--- config.mk ---
export PLATFORM = sky130hd
export DESIGN_NAME = xns_cmp
export DESIGN_NICKNAME = d
export VERILOG_FILES = /design/src/rtl/xns_pkg.sv /design/src/rtl/xns_cmp.sv
export SDC_FILE = /design/constraint.sdc
export NUM_CORES = 1
export LEC_CHECK = 0
export ABC_AREA = 1
export BUFFER_PORTS_ARGS = -buffer_cell sky130_fd_sc_hd__buf_2
export CELL_PAD_IN_SITES_DETAIL_PLACEMENT = 1
export CELL_PAD_IN_SITES_GLOBAL_PLACEMENT = 1
export CORE_AREA = 5 5 182 184
export DETAILED_ROUTE_END_ITERATION = 10
export DIE_AREA = 0 0 187 189
export PLACE_DENSITY = 0.76
export SETUP_SLACK_MARGIN = 0.02
export SLEW_MARGIN = 20
export SYNTH_ARGS = -nofsm -noshare
export SYNTH_HDL_FRONTEND = slang
export SYNTH_SLANG_ARGS = --single-unit
export TNS_END_PERCENT = 5
--- constraint.sdc ---
create_clock -name vclk -period 1.7
set_input_delay 0.17 -clock vclk [all_inputs]
set_output_delay 0.17 -clock vclk [all_outputs]
set_load 0.005 [all_outputs]
--- src/rtl/xns_pkg.sv ---
// Shared types, widths and codes for the XOR-nearest peer shortlist.
// Depends on nothing; every other file of the block imports it.
package xns_pkg;

	localparam int TABLE_ENTRIES = 32;
	localparam int IDX_W = $clog2(TABLE_ENTRIES);
	localparam int CNT_W = $clog2(TABLE_ENTRIES + 1);
	localparam int ID_W = 160;

	localparam logic [1:0] OP_INSERT   = 2'd0;
	localparam logic [1:0] OP_SELECT   = 2'd1;
	localparam logic [1:0] OP_COMPLETE = 2'd2;
	localparam logic [1:0] OP_CLEAR    = 2'd3;

	localparam logic [1:0] ST_DONE  = 2'd0;
	localparam logic [1:0] ST_DROP  = 2'd1;
	localparam logic [1:0] ST_NONE  = 2'd2;
	localparam logic [1:0] ST_LIMIT = 2'd3;

	localparam logic [2:0] CFG_TARGET_HIGH = 3'd0;
	localparam logic [2:0] CFG_TARGET_MID  = 3'd1;
	localparam logic [2:0] CFG_TARGET_LOW  = 3'd2;
	localparam logic [2:0] CFG_MAX_FLIGHT  = 3'd3;
	localparam logic [2:0] CFG_QUERY_LIMIT = 3'd4;

	// Bit positions inside a flag word.
	localparam int F_KNOWN   = 0;
	localparam int F_QUERIED = 1;
	localparam int F_PENDING = 2;

	typedef struct packed {
		logic [1:0]  operation;
		logic        id_present;
		logic [31:0] id_high;
		logic [63:0] id_mid;
		logic [63:0] id_low;
		logic [31:0] peer_address;
		logic [15:0] peer_port;
		logic [4:0]  entry_index;
	} in_item_t;

	typedef struct packed {
		logic [1:0]  status;
		logic [4:0]  chosen_index;
		logic [31:0] chosen_address;
		logic [15:0] chosen_port;
		logic [5:0]  entries_used;
	} out_item_t;

	typedef struct packed {
		logic             we_id;
		logic             we_ep;
		logic [IDX_W-1:0] addr;
		logic [ID_W-1:0]  id;
		logic [31:0]      ip;
		logic [15:0]      port;
	} mem_wr_t;

endpackage

--- src/rtl/xns_cmp.sv ---
// Shared XOR-distance comparator: orders two ids by distance to the target.
// Depends on xns_pkg.
module xns_cmp (
	input  logic [xns_pkg::ID_W-1:0] a,
	input  logic [xns_pkg::ID_W-1:0] b,
	input  logic [xns_pkg::ID_W-1:0] target,
	output logic                     lt,
	output logic                     gt
);
	import xns_pkg::*;

	logic [ID_W-1:0] da, db;

	assign da = a ^ target;
	assign db = b ^ target;
	assign lt = da < db;
	assign gt = da > db;

endmodule

==> results.json <==
{
  "post_route_cells_drive_above_1_share": 0.399,
  "gp_routability_congestion": 0.909,
  "layout_commonest_cell": "buf_2",
  "ioPinCount": 482,
  "slew_headroom": 0.816,
  "highest_count_cells_in_the_layout_ignoring_fill_and_taps": "buf_2, nand2_1, ha_1",
  "initial_core_util": 0.215,
  "grt_antenna_before_repair": 2,
  "routedWlPerCell_um": 15.5,
  "post_synth_inst_count": 917,
  "syn_area_per_cell_sq_um": 7.31,
  "grt_max_degree": 4,
  "static-leakage-power_nw": 5.41,
  "die_w_um": 187,
  "end_kind": "output pin",
  "cts_hold_buf": 0,
  "core_region_area_sq_mm": 0.0312,
  "ir_worst_vdd_v": 0.000130,
  "crit_required_ps": 1530,
  "floorplan.rows": 65,
  "overflow": 0,
  "syn_area_sq_mm": 0.00670,
  "seq_area_frac_synth": 0,
  "drt_wl_total_mm": 28.3,
  "timing.final.max_slew_violations": 0,
  "fin_util": 0.320,
  "seq_area_sq_um": 0,
  "finalHoldViolations": 0,
  "first_global_vias": 8870,
  "final_min_period_over_clock_period": 1.29,
  "max_freq_ghz": 0.456,
  "flow.area_growth_from_synthesis_pct": 49.4,
  "ys_warn_count": 0,
  "drtIter0Drc": 83,
  "die_area_sq_mm": 0.0353,
  "final_antenna_net_count": 0,
  "seq_cells": 0,
  "place.detailed.hpwl_mm": 27.1,
  "chipHeight_um": 189,
  "cp_data_arrival_time_ps": 2020,
  "maxCapViolCount": 0,
  "maximum_fanout_count_along_the_critical_path": 2,
  "finalNetCount": 2060,
  "post_synth_num_cell_types": 26,
  "unrepaired_setup_endpoints_after_global_routing": "true",
  "worst_slack_ps": -491,
  "total_via_count_after_detailed_routing": 7785,
  "setup_violations": 2,
  "hold_path_class": "input pin to output pin",
  "power-per-cell-area_mw_per_mm2": 345,
  "global_route_wire_length_before_repair_mm": 44.0,
  "violations": "setup timing",
  "tightestPinTransition_ps": 276,
  "dr.pass1.iters": 4,
  "final.clkbuf_count": 0,
  "post_synthesis_net_count": 1557,
  "track_usage": 0.150,
  "via_density": 4.27,
  "start_kind": "input pin",
  "finalCriticalPeriod_ps": 2190,
  "hold-worst-slack_ps": 1200,
  "timing.setup.critical_path_class": "input pin to output pin",
  "place.port_buffers": 482,
  "route.detailed.drc": 0,
  "status": "complete, but fails checks"
}
[final cells by class]
type	instances	area, sq um
repair buffers	501	2590
multi-input cells	861	6700
inverters	56	213
fillers	4051	21200
diodes	2	5.00
well taps	402	503
[repair_timing]
item / in CTS / in global routing
gates resized for setup: 41 / 26
buffers inserted: 4 / 0
pin swaps: 32 / 15
endpoints found under the setup margin: 2 / 2
[metal layers]
layer,vias up,global-route usage,wire [um]
li1,3984,-,-
met1,3508,0.160,10600
met2,275,0.320,15900
met3,18,0.0230,1570
met4,0,0.0117,287
met5,-,0,0
[cell families after synthesis]
group | count (synthesis) | share of synthesized area
adder cells (fa/ha/maj) | 160 | 0.299
XOR/XNOR | 320 | 0.418
AND/OR/NAND/NOR | 297 | 0.184
AO/OA/AOI/OAI | 84 | 0.0672
buffers and inverters | 56 | 0.0316
[through the flow]
stage | setup WS, ps | cell area, sq um | setup TNS [ps] | power [mW] | std cells
finish | -491 | 10000 | -957 | 3.46 | 1822
global route | -637 | 10000 | -1270 | 3.96 | 1822
CTS | -534 | 9910 | -1070 | 3.48 | 1820
detailed placement | -917 | 9730 | -1820 | 3.35 | 1816
global placement | -962 | 9730 | -1920 | 3.21 | 1816
floorplan | 23.4 | 6700 | 0 | 1.89 | 917
[final timing paths]
path              startpoint  to  slack (ps)  cells after the start
setup / recovery  target[99]  lt        -490                     16
hold / removal         b[16]  gt        1200                      9
[worst max-delay path, stage by stage]
cell      delay (ps)
buf_6            100
xor2_1           160
ha_1             330
nand2_1           90
inv_2            110
nand3_4          100
nor2_1           110
nand2_1          100
nor2_1           130
nand2_2           90
nor2_4           130
nand2_1           70
clkinv_2          60
nor2_4            40
and2_4           120
buf_2            130
[synth_stat cells, drive strengths merged]
master	number	share of area
o21a	3	0.0034
and2	4	0.0041
xnor2	160	0.21
o21bai	2	0.0022
o21ai	9	0.0067
nand3	13	0.012
nand4	8	0.0075
ha	160	0.30
clkinv	2	0.0013
xor2	160	0.21
nor2	62	0.039
nand2	208	0.12
nor3b	1	0.0019
a21o	7	0.0078
inv	54	0.030
nor4b	1	0.0013
a21oi	63	0.047
[report_power, final]
| part | switching [mW] | internal (mW) |
|---|---|---|
| Combinational | 1.80 | 1.66 |
| Sequential | 0 | 0 |
| Clock | 0 | 0.000000157 |
| Total | 1.80 | 1.66 |
(Power assumes the default switching activity.)
